--- src/rtl/smu_pkg.sv ---
`default_nettype none
package smu_pkg;

	// Ring geometry; the ring size is a power of two and a multiple of the bank count
	localparam int RING_SITES = 256;
	localparam int SITE_W     = $clog2(RING_SITES);
	localparam int BANKS      = 4;
	localparam int BANK_W     = $clog2(BANKS);
	localparam int ROWS       = RING_SITES / BANKS;
	localparam int ROW_W      = SITE_W - BANK_W;
	localparam int WIN        = 4;

	// Field widths
	localparam int OP_W      = 2;
	localparam int SITEF_W   = 8;
	localparam int H_W       = 16;
	localparam int E_W       = 24;
	localparam int RND_W     = 24;
	localparam int FRAC_W    = 24;
	localparam int W_W       = 32;
	localparam int DELTA_W   = H_W + 2;
	localparam int CFG_IDX_W = 3;

	localparam logic [W_W-1:0] ONE_Q24 = W_W'(1) << FRAC_W;
	localparam logic [H_W-1:0] H_MAX   = '1;

	// Operation codes
	localparam logic [OP_W-1:0] OP_GLAUBER  = 2'd0;
	localparam logic [OP_W-1:0] OP_KAWASAKI = 2'd1;
	localparam logic [OP_W-1:0] OP_LOAD     = 2'd2;

	// Register indexes
	localparam logic [CFG_IDX_W-1:0] REG_BOND_M4    = 3'd0;
	localparam logic [CFG_IDX_W-1:0] REG_BOND_M2    = 3'd1;
	localparam logic [CFG_IDX_W-1:0] REG_BOND_P2    = 3'd2;
	localparam logic [CFG_IDX_W-1:0] REG_BOND_P4    = 3'd3;
	localparam logic [CFG_IDX_W-1:0] REG_FIELD_UP   = 3'd4;
	localparam logic [CFG_IDX_W-1:0] REG_FIELD_DOWN = 3'd5;
	localparam logic [CFG_IDX_W-1:0] REG_DRIVE_FWD  = 3'd6;
	localparam logic [CFG_IDX_W-1:0] REG_DRIVE_BWD  = 3'd7;

	typedef struct packed {
		logic [OP_W-1:0]    op;
		logic [SITEF_W-1:0] site;
		logic               step_up;
		logic               forward;
		logic [RND_W-1:0]   rand_fraction;
		logic [H_W-1:0]     load_value;
	} smu_in_t;

	typedef struct packed {
		logic           accepted;
		logic           overflow;
		logic [H_W-1:0] site_height;
		logic [E_W-1:0] bond_energy;
	} smu_out_t;

	typedef struct packed {
		logic [W_W-1:0] bond_m4;
		logic [W_W-1:0] bond_m2;
		logic [W_W-1:0] bond_p2;
		logic [W_W-1:0] bond_p4;
		logic [W_W-1:0] field_up;
		logic [W_W-1:0] field_down;
		logic [W_W-1:0] drive_fwd;
		logic [W_W-1:0] drive_bwd;
	} smu_weights_t;

	// Four consecutive heights around the site, lowest ring index first
	typedef logic [WIN-1:0][H_W-1:0] smu_win_t;

	// Decision for one word
	typedef struct packed {
		logic                      accepted;
		logic                      overflow;
		logic                      wr_x;
		logic                      wr_p;
		logic [H_W-1:0]            x_val;
		logic [H_W-1:0]            p_val;
		logic [H_W-1:0]            site_height;
		logic signed [DELTA_W-1:0] delta;
	} smu_eval_t;

endpackage
`default_nettype wire

--- src/rtl/smu_eval.sv ---
`default_nettype none
module smu_eval import smu_pkg::*; (
	input  wire smu_in_t      item,
	input  wire smu_win_t     win,
	input  wire smu_weights_t weights,
	output smu_eval_t         res
);

	localparam logic signed [3:0] D_M4 = -4'sd4;
	localparam logic signed [3:0] D_M2 = -4'sd2;
	localparam logic signed [3:0] D_P2 = 4'sd2;
	localparam logic signed [3:0] D_P4 = 4'sd4;

	// Change of one bond when height h moves one unit up or down against neighbor n
	function automatic logic signed [3:0] bond_step(input logic [H_W-1:0] h,
			input logic [H_W-1:0] n, input logic up);
		logic signed [3:0] r;
		if (up) begin
			r = (h >= n) ? 4'sd1 : -4'sd1;
		end else begin
			r = (h > n) ? -4'sd1 : 4'sd1;
		end
		return r;
	endfunction

	function automatic logic [H_W-1:0] absdiff(input logic [H_W-1:0] a,
			input logic [H_W-1:0] b);
		return (a > b) ? a - b : b - a;
	endfunction

	logic                      rev;
	logic                      up;
	logic [H_W-1:0]            h_near, h_x, h_p, h_far;
	logic [H_W-1:0]            x_new, p_new;
	logic signed [H_W:0]       mid_diff;
	logic signed [3:0]         mid_step;
	logic signed [3:0]         d_g, d_k, d_sel;
	logic                      g_ovf, g_neg, k_ovf, k_neg;
	logic [W_W-1:0]            wb, ww;
	logic [2*W_W-1:0]          prod, lhs;
	logic                      draw;
	logic [H_W:0]              sum_new, sum_old;
	logic signed [DELTA_W-1:0] d_load;

	// Pick site, partner and outer neighbors out of the window
	always_comb begin
		rev    = (item.op == OP_KAWASAKI) && !item.forward;
		up     = item.step_up;
		h_near = rev ? win[3] : win[0];
		h_x    = rev ? win[2] : win[1];
		h_p    = rev ? win[1] : win[2];
		h_far  = rev ? win[0] : win[3];
		x_new  = up ? h_x + H_W'(1) : h_x - H_W'(1);
		p_new  = up ? h_p - H_W'(1) : h_p + H_W'(1);
	end

	// Bond energy change of a move
	always_comb begin
		mid_diff = $signed({1'b0, h_x}) - $signed({1'b0, h_p});
		if (up) begin
			if (mid_diff >= 0) mid_step = 4'sd2;
			else if (mid_diff == -1) mid_step = 4'sd0;
			else mid_step = -4'sd2;
		end else begin
			if (mid_diff <= 0) mid_step = 4'sd2;
			else if (mid_diff == 1) mid_step = 4'sd0;
			else mid_step = -4'sd2;
		end
		d_g   = bond_step(h_x, h_near, up) + bond_step(h_x, h_p, up);
		d_k   = bond_step(h_x, h_near, up) + mid_step + bond_step(h_p, h_far, !up);
		d_sel = (item.op == OP_KAWASAKI) ? d_k : d_g;
	end

	// Range checks
	always_comb begin
		g_ovf = up && (h_x == H_MAX);
		g_neg = !up && (h_x == '0);
		k_ovf = (up && (h_x == H_MAX)) || (!up && (h_p == H_MAX));
		k_neg = (up && (h_p == '0)) || (!up && (h_x == '0));
	end

	// Metropolis draw: rand * 2^24 < wb * ww
	always_comb begin
		case (d_sel)
			D_M4:    wb = weights.bond_m4;
			D_M2:    wb = weights.bond_m2;
			D_P2:    wb = weights.bond_p2;
			D_P4:    wb = weights.bond_p4;
			default: wb = ONE_Q24;
		endcase
		if (item.op == OP_KAWASAKI) begin
			ww = item.forward ? weights.drive_fwd : weights.drive_bwd;
		end else begin
			ww = up ? weights.field_up : weights.field_down;
		end
		prod = wb * ww;
		lhs  = (2*W_W)'({item.rand_fraction, {FRAC_W{1'b0}}});
		draw = lhs < prod;
	end

	// Exact energy correction of a load
	always_comb begin
		sum_new = (H_W+1)'(absdiff(item.load_value, h_near))
			+ (H_W+1)'(absdiff(item.load_value, h_p));
		sum_old = (H_W+1)'(absdiff(h_x, h_near)) + (H_W+1)'(absdiff(h_x, h_p));
		d_load  = $signed({1'b0, sum_new}) - $signed({1'b0, sum_old});
	end

	// Decision per operation
	always_comb begin
		res          = '0;
		res.x_val    = x_new;
		res.p_val    = p_new;
		case (item.op)
			OP_GLAUBER: begin
				res.overflow = g_ovf;
				res.accepted = !g_ovf && !g_neg && draw;
				res.wr_x     = res.accepted;
				res.delta    = res.accepted ? {{(DELTA_W-4){d_g[3]}}, d_g} : '0;
			end
			OP_KAWASAKI: begin
				res.overflow = k_ovf;
				res.accepted = !k_ovf && !k_neg && draw;
				res.wr_x     = res.accepted;
				res.wr_p     = res.accepted;
				res.delta    = res.accepted ? {{(DELTA_W-4){d_k[3]}}, d_k} : '0;
			end
			OP_LOAD: begin
				res.accepted = 1'b1;
				res.wr_x     = 1'b1;
				res.x_val    = item.load_value;
				res.delta    = d_load;
			end
			default: ;
		endcase
		res.site_height = res.wr_x ? res.x_val : h_x;
	end

endmodule
`default_nettype wire

--- config.mk ---
export PLATFORM = sky130hd
export DESIGN_NAME = smu_eval
export DESIGN_NICKNAME = d
export VERILOG_FILES = /design/src/rtl/smu_pkg.sv /design/src/rtl/smu_eval.sv
export SDC_FILE = /design/constraint.sdc
export NUM_CORES = 2
export LEC_CHECK = 0
export BUFFER_PORTS_ARGS = -buffer_cell sky130_fd_sc_hd__buf_2
export CORE_UTILIZATION = 50
export DETAILED_ROUTE_END_ITERATION = 7
export GPL_ROUTABILITY_DRIVEN = 0
export PLACE_DENSITY_LB_ADDON = 0.15
export RECOVER_POWER = 100
export SETUP_SLACK_MARGIN = 0.3
export SYNTH_ARGS = -nofsm -noshare
export SYNTH_HDL_FRONTEND = slang
export SYNTH_SLANG_ARGS = --single-unit
--- constraint.sdc ---
create_clock -name vclk -period 21.8
set_input_delay 0 -clock vclk [all_inputs]
set_output_delay 0 -clock vclk [all_outputs]
set_load 0.02 [all_outputs]
==> results.md <==
- Most frequent cell after synthesis: inv_1
- Synth Area in Adders: approximately half
- Synth area leaders: fa_1 40%, ha_1 12%, inv_1 8.9%
- Post-Place Cell Area: 50900 µm²
- Synth Warn #: 0
- Port-buffer cells: around 430
- Post-CTS Setup Inserts: 0
- Yosys cell types: 98
- Max Cap Viol: 1
- Relative slew margins: -10.1%
- Most common cell on crit path: fa_1
- Clock buf count: 0
- Largest net degree at the start of global routing: 63
- Worst Hold Class: in -> out
- Synth Area in XOR/XNOR: 2.92%
- Final hold violation count: 0
- Worst path slowest cell: a221o_2
- Starting Density: about half
- Register Area: 0 µm²
- Worst Path Arrival: 20.37 ns
- Main combinational cell family by area after synthesis: adder cells
- Die height: 310 µm
- # setup viols final: 0
- Antenna-violating nets left: 0
- Post-DP HPWL: roughly 140000 µm
- Leading area contributor after synthesis: fa_1
- I/O pins: ~440
- Die area: 95900 µm²
- All-Layer GR Usage: between 30% and 40%
- Mean post-synth cell area: about 8 µm²
- Fmax: about 0.05 GHz
- Post-Synthesis Cells: between 5000 and 6000
- Nets: between 7000 and 8000
- Syn-to-layout area delta: 7.39%
- Drt initial violations: between 4000 and 5000
- Seq/Total Area, Yosys: 0%
- Post-synthesis mux area share: 3.63%
- Finished Layout Cells: about 7400
- Worst Setup Path Type: in -> out
- Resized Gates After CTS: 0
- Via density: about 6
- Post-synth top area share: 39.6%
- Vias in the first global route: roughly 43000
- Setup TNS: 0 ns
- DRC: 0
- Mapped cell area: 47300 µm²
- CP top delay family: compound AO/OA/AOI/OAI gates
- Compound-gate portion of the synthesized area: between 10% and 20%
- Seq Cell Count: 0
- Core Footprint: between 90000 and 100000 µm²
- Max incr delay on CP: 0.83 ns
- Placed Cells: 7391
- Fin. max-slew vios: 14
- Status: finished, violations left
- Grt total ovfl: 0
- Buffers & Inverters on Critical Path: 11
- Share of layout cells above drive strength 1: 10.6%
- Final instance area: around 51000 µm²
- Commonest cells post-synth: 1128 x inv_1, 937 x fa_1, 749 x nand2_1, 636 x nor2_1, 449 x ha_1
- DR pass1 iterations: 8
- Failing checks: max-capacitance violations, max-slew violations
- Unrepaired setup endpoints after global routing: false
- Fin crit share: 93.4%
- Global-route wire length before repair: between 200000 and 300000 µm
- Crit-path max FO: 47
- Worst slew pin tran: 1.63 ns
- Via count of the routed design: between 40000 and 50000
- WP data required: between 20 and 25 ns
- FP Rows: 112
- Fill count: around 9000
- Hold Slack: 0.436 ns
- Total Wirelength: around 170000 µm
- Hold buffer count at CTS: 0
- Multi-input logic area: ~42000 µm²
- Post-Syn Nets: about 7700
- Crit. End Element: output port
- CP startpoint kind: input pin
- Routed length per instance: roughly 23 µm
- Post-synthesis simple-gate area fraction: between 10% and 20%
- Die boundary width: 310 µm
- Initial antenna violation count: 22
- Crit path time final: 20.37 ns
per-stage QoR:
stage	worst slack (ns)	utilization [%]
floorplan	5.72	-
global route	0.551	54.3
detailed placement	2.38	54.4
CTS	2.29	54.4
global placement	2.65	54.4
finish	1.43	54.3
per-layer routing:
metal  routed length (µm)  part of all wire, %  GRT usage, %  vias to the layer above
met5                   26                0.015         0.202                        -
met4                 9890                  5.8          17.0                        4
met3                19400                   11          7.21                      538
met2                75900                   44          55.8                     2393
met1                66600                   39          47.4                    21650
li1                     -                    -             -                    19169
logic make-up (layout without fill, tap and decap cells):
kind of cell / after synthesis / after routing
adder cells (fa/ha/maj): 1388 / 1388
AO/OA/AOI/OAI: 900 / 900
other: 0 / 15
buffers and inverters: 1438 / 1676
XOR/XNOR: 158 / 158
multiplexers: 164 / 164
AND/OR/NAND/NOR: 1851 / 1851
cells in the final DEF, fill, tap and decap left out, drive strengths merged, types with 12 or more instances in the layout:
master	netlist	layout
a221oi	49	49
inv	1129	1129
nand2	749	749
fa	937	937
mux2i	107	107
o211ai	20	20
buf	69	501
o21a	42	42
mux2	57	57
nand2b	81	81
a31oi	34	34
ha	449	449
or3	15	15
and2	38	38
a21oi	197	197
nand3	52	52
nor4	26	26
and3	32	32
a211o	12	12
xnor2	111	111
a21o	117	117
o21ai	206	206
nor2	637	637
o31ai	13	13
nand4	53	53
a21boi	15	15
clkbuf	240	46
a211oi	43	43
nor2b	57	57
a221o	36	36
diode	0	15
nor3	49	49
xor2	47	47
o21bai	25	25
worst paths after layout:
kind,startpoint,endpoint,slack [ns],cells past startpoint
setup / recovery,item[40],res[17],1.43,62
hold / removal,item[4],res[54],0.44,4
layout make-up:
class	count	share of cell area, %
diodes	15	0.0738
inverters	1129	8.34
multi-input cells	4461	82.7
well taps	1254	3.09
repair buffers	547	5.83
Power is not shown: default switching activity piles up to over one toggle a cycle in this logic, so the estimate is an artifact.
