## src/rtl/smu_ram.sv

```systemverilog
`default_nettype none
module smu_ram #(
	parameter int DATA_W = 16,
	parameter int DEPTH  = 64
) (
	input  wire logic                     clk,
	input  wire logic                     we,
	input  wire logic [$clog2(DEPTH)-1:0] waddr,
	input  wire logic [DATA_W-1:0]        wdata,
	input  wire logic                     re,
	input  wire logic [$clog2(DEPTH)-1:0] raddr,
	output logic      [DATA_W-1:0]        rdata
);

	logic [DATA_W-1:0] mem [DEPTH];

	// One write, one registered read; a read of the address being written returns old data
	always_ff @(posedge clk) begin
		if (we) begin
			mem[waddr] <= wdata;
		end
		if (re) begin
			rdata <= mem[raddr];
		end
	end

endmodule
`default_nettype wire

```

## config.mk

```make
export PLATFORM = sky130hd
export DESIGN_NAME = smu_ram
export DESIGN_NICKNAME = d
export VERILOG_FILES = /design/src/rtl/smu_ram.sv
export SDC_FILE = /design/constraint.sdc
export NUM_CORES = 1
export LEC_CHECK = 0
export ABC_CLOCK_PERIOD_IN_PS = 2800
export BUFFER_PORTS_ARGS = -buffer_cell sky130_fd_sc_hd__buf_2
export CORE_ASPECT_RATIO = 0.75
export CORE_MARGIN = 2
export CORE_UTILIZATION = 63
export DETAILED_ROUTE_END_ITERATION = 7
export MAX_ROUTING_LAYER = met4
export PLACE_DENSITY = 0.91
export SLEW_MARGIN = 20
export SYNTH_ARGS = -nofsm -noshare
export SYNTH_HDL_FRONTEND = slang
export SYNTH_SLANG_ARGS = --single-unit
```

## constraint.sdc

```tcl
create_clock -name clk -period 2.8 [get_ports clk]
set_clock_uncertainty 0.05 [all_clocks]
set_input_delay 0.28 -clock clk [delete_from_list [all_inputs] [get_ports clk]]
set_output_delay 0.28 -clock clk [all_outputs]
set_load 0.03 [all_outputs]
```

==> impl_results.md, run 1 <==
* CP Max Fanout at 1
* Buffers plus inverters on the worst setup path at 1
* Clk buf depth at 3
* CTS sink cnt at roughly 1,000
* Worst hold path type: input port to register
* Tmin final at approximately 2600 ps
* Pwr Density at around 710 nW/um^2
* Final count of hold timing violations at 0
* Die ar. at around 66,000 um^2
* Fillers at 3,352
* Hold path cells at 1
* CTS H-tree depth at 3
* Synth Warn # at 0
* Die Span X at roughly 300 um
* Largest family of logic cells by synthesized area: multiplexers
* Reg2reg setup slack at around 170 ps
* Mapped Nets at around 1,900
* Max-Cap Viols at 0
* Critical Path RT at between 3000 and 4000 ps
* Hold wc startpoint: wdata[6]
* Reg-to-reg critical path startpoint: mem[0][13]$_DFFE_PP_
* Clock transition at path regs at 60 ps
* Area leader, netlist: edfxtp_1
* Commonest non-fill, non-tap cell in the layout: edfxtp_1
* CP max-delay cell: a31oi_1
* Die Ht at roughly 220 um
* CP Class: register to register
* Post-Syn Area per Cell at around 22 um^2
* Fmax at between 0.3 and 0.4 GHz
* Postcts setup bufs at 0
* Reg2reg end: rdata[13]$_DFFE_PP_
* Most frequent cells in the layout: edfxtp_1, mux4_2, buf_4, clkbuf_16, mux2i_1
* Initial DRC count at 4,104
* DP Worst Slack at -364 ps
* Port Buffers at 46
* RePlAce Congestion at ~0.94
* Via/cell ratio at between 7 and 8
* Leak at about 15 nW
* Cell Chain, Critical Path: mux4_2 -> mux2i_1 -> a22oi_1 -> a31oi_1 -> buf_4 -> a311oi_1
* Cell count after synthesis at about 1,800
* Area taken by multi-input logic gates at around 8200 um^2
* Routed vias at about 21,000
* Switching share of total power at 0.212
* DRC violations left at 0
* Hold_buf cts at 0
* Slowest cell delay on critical path at 560 ps
* TritonCTS clock tree: done
* Layout Cells excl Fill at between 2,000 and 3,000
* Seq. cell area at between 30,000 and 40,000 um^2
* First-pass GRT wire length at between 150,000 and 200,000 um
* Initial antenna violation count at 10
* WHS Endpoint: mem[3][6]$_DFFE_PP_
* RSZ-0062 raised after global routing: no
* Later-pin clock latency in the skew report at between 600 and 700 ps
* Largest net degree at the start of global routing at 65
* Mapped cell area at roughly 40,000 um^2
* Max VDD drop at 0.000548 V
* CP Capture Type: register
* Antenna Nets Post-Route at 0
* Synth top area share at 0.777
* Share of cells above drive strength 1 at 0.290
* Post-Synth XOR/XNOR Area at 0
* Rows at 80
* CTS resizes at 0
* Drt total wl at 106,000 um
* Initial Util at 0.634
* Synth Flop Type: edfxtp_1
* Drt pass-1 iters at 6
* Worst-margin pin slew at ~1100 ps
* Total gr overflow at 0
* Comb pwr share at 0.055
* Seq/Total Area, Yosys at 0.777
* Area delta synth->final at 13.0%
* Status: completed
* Post-synth EDFFs at around 1,000
* Post-Synth Simple-Gate Area at 0.0264
* Power share of the sequential group at 0.538
* Crit share post-route at 0.940
* Post-synth ARST share at 0
* Compound-Gate Fraction of Synth Area at 0.0240
* Synth area leaders: edfxtp_1, mux4_2, mux2i_1
* Crit path max-delay family: compound AO/OA/AOI/OAI gates
* Post-synthesis mux area share at 0.155
* Setup ws final at around 170 ps
* Adder-cell area share of the yosys netlist at 0
* Fin Setup TNS at 0 ps
* Arrival @ worst endpoint at just under 3000 ps
* P_int at about 25 mW
* Final setup violating endpoints at 0
* Switching pwr at between 6 and 7 mW
* Hpwl dp at around 61,000 um
* Placed Instances at roughly 2,800
* Worst slew margin at 0.268
* Pins Over Slew Limit at 0
* Layout net count at slightly above 2,000
* Setup crit start kind: register
* Clk pwr share at 0.406
* Path depth of the worst reg2reg path at 6
* Placeable Area at ~63,000 um^2
* CTS Buf Count at just over 90
* Root Buffer: clkbuf_16
* Vias in the first global route at ~21,000
* Detailed-route wire length per cell at 35.4 um
* Ports at 47
* Synthesized flop and latch total at around 1,000
* Post-synthesis cell type count at between 40 and 50
* Total GRT Usage at 0.343
==> kinds of logic after synthesis <==
group,after synthesis
mux,336
flops,1040
buf+inv,104
simple gates,220
compound gates,129
==> state kept, by name, summed over array words and instances (netlist names) <==
name,flops
rdata,16
mem,1024
==> metrics by stage <==
step | hold WS, ps | total power [mW] | cell area, um^2 | util
6_report | 37.0 | 32.2 | 45400 | 0.717
5_1_grt | 19.1 | 32.9 | 45400 | 0.717
4_1_cts | 17.9 | 32.2 | 45400 | 0.716
3_5_place_dp | 707 | 19.4 | 42300 | 0.668
3_3_place_gp | 674 | 19.3 | 42300 | 0.668
2_1_floorplan | 329 | 18.6 | 40200 | -
==> power by group through the flow <==
stage | combinational [mW] | sequential, mW | clock (mW)
after global placement | 1.61 | 17.7 | 0
final | 1.78 | 17.3 | 13.1
after detailed placement | 1.69 | 17.7 | 0
after floorplan | 0.893 | 17.7 | 0
after global routing | 1.83 | 17.3 | 13.7
after CTS | 1.74 | 17.3 | 13.1
==> synth_stat cells, types with 4 or more instances <==
library cell     n
nand3_1         24
buf_2           36
a41oi_1          5
a21oi_1         17
clkbuf_1        24
buf_6           17
a22oi_1         39
a221o_1          6
buf_12           5
a211oi_1         8
a211o_1          8
mux4_1           4
a221oi_1        16
mux2_2          27
nor2_1          72
mux2i_1         85
edfxtp_1      1040
nand4_1         12
a22o_1           6
nor2b_1         30
a31oi_1          8
nand2_1         59
a311oi_1         8
o21ai_0          5
mux4_2         220
buf_4           13
and4_1           5
==> worst max-delay path by stage <==
stage | depth (start not counted) | from | slack [ps] | end
finish | 6 | mem[0][13]$_DFFE_PP_ | 170 | rdata[13]$_DFFE_PP_
CTS | 4 | mem[60][3]$_DFFE_PP_ | 240 | rdata[3]$_DFFE_PP_
global placement | 7 | raddr[2] | -300 | rdata[11]$_DFFE_PP_
floorplan | 4 | waddr[3] | 440 | mem[48][0]$_DFFE_PP_
global route | 6 | mem[0][13]$_DFFE_PP_ | 210 | rdata[13]$_DFFE_PP_
detailed placement | 6 | raddr[0] | -360 | rdata[3]$_DFFE_PP_
==> per-layer routing <==
metal	part of all wire	global-route usage	up-vias
met5	0	-	-
met1	0.32	0.444	10724
met4	0.046	0.127	0
met2	0.48	0.524	1986
met3	0.15	0.0989	397
li1	-	-	8122
==> final cells by class <==
class                   instances  area share
flip-flops and latches       1040       0.688
well taps                     861      0.0237
clock buffers                 112      0.0533
multi-input cells             685       0.182
clock inverters                58      0.0145
repair buffers                222      0.0388
diodes                         10    0.000551
Note: power is estimated with default switching activity, not from simulation.
==> run 2: changes to the inputs <==
--- a/config.mk
+++ b/config.mk
@@ -12,7 +12,7 @@
 export CORE_UTILIZATION = 63
 export DETAILED_ROUTE_END_ITERATION = 7
 export MAX_ROUTING_LAYER = met4
-export PLACE_DENSITY = 0.91
+export PLACE_DENSITY = 0.8
 export SLEW_MARGIN = 20
 export SYNTH_ARGS = -nofsm -noshare
 export SYNTH_HDL_FRONTEND = slang
==> run 2 against run 1 <==
Sequential share of layout area increased by 0.34 points; first-iteration DRC count down 16%; final cell count is 0.44% lower; total power decreased by 3.1%; critical path depth is the same; combinational power down 2%; sequential cell count did not move; clock-buffer cell count grew 3; hold slack worse by 26 ps; cell area is 0.49% lower; clock power down 7%; critical path type unchanged; highest routed layer unchanged.
==> impl_results.md, run 2 (same netlist as run 1, synthesis figures left out) <==
* Later-pin clock latency in the skew report at 650 ps (-20 ps)
* DP Worst Slack at 30.4 ps (+395 ps)
* Leak at 14.5 nW (-0.87%)
* Power share of the sequential group at 0.555 (+0.017)
* Total gr overflow at 0 (unchanged)
* Commonest non-fill, non-tap cell in the layout: edfxtp_1
* Drt pass-1 iters at 6 (unchanged)
* Initial DRC count at 3,451 (-16%)
* CP Max Fanout at 1 (unchanged)
* Crit share post-route at 0.797 (-0.143)
* Fillers at 3,519 (+5.0%)
* Largest register FFs at 1,024 (unchanged)
* Hold path cells at 1 (unchanged)
* Reg-to-reg critical path startpoint: mem[8][13]$_DFFE_PP_
* RSZ-0062 raised after global routing: no
* Hold wc startpoint: wdata[9]
* Reg2reg setup slack at 570 ps (+400 ps)
* Total GRT Usage at 0.310 (-0.0327)
* CTS Buf Count at 92 (unchanged)
* Layout net count at 2,069 (-0.14%)
* Max-Cap Viols at 0 (unchanged)
* Initial Util at 0.634 (unchanged)
* P_int at 24.7 mW (-2.8%)
* Max VDD drop at 0.000611 V (+12%)
* Die Span X at 296 um (unchanged)
* Reg with most FFs: mem
* Share of cells above drive strength 1 at 0.282 (-0.00764)
* Rows at 80 (unchanged)
* Hpwl dp at 58,100 um (-5.0%)
* Ports at 47 (unchanged)
* Clock transition at path regs at 70 ps (about the same)
* Initial antenna violation count at 5 (-5)
* Fmax at 0.448 GHz (+18%)
* Fin Setup TNS at 0 ps (unchanged)
* Worst-margin pin slew at 1070 ps (-31.6 ps)
* CP Class: register to register
* CTS resizes at 0 (unchanged)
* Path depth of the worst reg2reg path at 6 (unchanged)
* Final setup violating endpoints at 0 (unchanged)
* CTS sink cnt at 1,040 (unchanged)
* CTS H-tree depth at 3 (unchanged)
* Switching share of total power at 0.210 (-0.00239)
* Pins Over Slew Limit at 0 (unchanged)
* Clk pwr share at 0.390 (-0.016)
* Comb pwr share at 0.056 (about the same)
* Critical Path RT at 3130 ps (+40 ps)
* WHS Endpoint: mem[8][9]$_DFFE_PP_
* Most frequent cells in the layout: edfxtp_1, mux4_2, buf_4, clkbuf_16, mux2i_1
* Drt total wl at 96,000 um (-9.3%)
* TritonCTS clock tree: done
* Antenna Nets Post-Route at 0 (unchanged)
* Final count of hold timing violations at 0 (unchanged)
* Die Ht at 223 um (unchanged)
* RePlAce Congestion at 0.902 (-4.5%)
* First-pass GRT wire length at 139,000 um (-8.9%)
* Routed vias at 20,254 (-4.6%)
* Core Util, Final at 0.713 (-0.00353)
* Largest net degree at the start of global routing at 65 (unchanged)
* Root Buffer: clkbuf_16
* Reg2reg end: rdata[13]$_DFFE_PP_
* Arrival @ worst endpoint at 2560 ps (-370 ps)
* Detailed-route wire length per cell at 32.3 um (-8.9%)
* Tmin final at 2230 ps (-401 ps)
* Via/cell ratio at 6.81 (-4.2%)
* Port Buffers at 46 (unchanged)
* Status: completed
* Largest registers: mem: 1024 flops, rdata: 16 flops
* Setup crit start kind: register
* Area delta synth->final at 12.4%
* CP Capture Type: register
* Placeable Area at 63,400 um^2 (unchanged)
* Worst slew margin at 0.289 (+0.0211)
* Pwr Density at 691 nW/um^2 (-2.6%)
* DRC violations left at 0 (unchanged)
* Switching pwr at 6.55 mW (-4.2%)
* Postcts setup bufs at 0 (unchanged)
* Clk buf depth at 3 (unchanged)
* Hold_buf cts at 0 (unchanged)
* Total power at 31.2 mW (-3.1%)
* Setup ws final at 568 ps (+401 ps)
* Worst Setup SP: mem[8][13]$_DFFE_PP_
* Vias in the first global route at 20,118 (-6.2%)
* Die ar. at 65,900 um^2 (unchanged)
* Worst hold path type: input port to register
run 2: critical path, stage by stage, from the launching register on:
cell      delay [ps]
edfxtp_1         380
mux4_2           460
nor2b_1          140
a211o_1          340
a31oi_1          380
buf_4            180
a311oi_1          40
run 2: power groups by stage:
stage	Sequential [mW]	Clock [mW]	Combinational (mW)
2_1_floorplan	17.7	0	0.893
4_1_cts	17.3	12.2	1.72
3_5_place_dp	17.6	0	1.69
5_1_grt	17.3	12.8	1.81
6_report	17.3	12.2	1.74
3_3_place_gp	17.6	0	1.64
run 2: per-layer routing:
layer  global-route usage  vias up  part of all wire
met5                    -        -                 0
met4               0.0925        0             0.030
met3               0.0717      201              0.14
met2                0.439     1526              0.46
met1                0.460    10423              0.38
li1                     -     8104                 -
run 2: how the worst max path moves through the flow:
| stage | slack [ps] | depth (start not counted) | to |
|---|---|---|---|
| after floorplan | 440 | 4 | mem[48][0]$_DFFE_PP_ |
| after global placement | 7 | 9 | rdata[13]$_DFFE_PP_ |
| after detailed placement | 30 | 9 | rdata[13]$_DFFE_PP_ |
| after CTS | 610 | 5 | rdata[4]$_DFFE_PP_ |
| after global routing | 480 | 4 | rdata[2]$_DFFE_PP_ |
| final | 570 | 6 | rdata[13]$_DFFE_PP_ |
run 2: cell type report:
cell class	instances	area (um^2)	share of cell area
Antenna cell	7	17.5	0.000388
Multi-Input combinational cell	685	8250	0.183
Clock inverter	48	389	0.00861
Timing Repair Buffer	219	1780	0.0395
Sequential cell	1040	31200	0.691
Tap cell	861	1080	0.0238
Clock buffer	115	2450	0.0543
run 2: per-stage QoR:
step	area [um^2]	hold WS (ps)	cells
finish	45200	11.3	2975
global route	45200	5.86	2972
CTS	45100	2.12	2966
detailed placement	42300	668	2803
global placement	42300	665	2803
floorplan	40200	329	1829
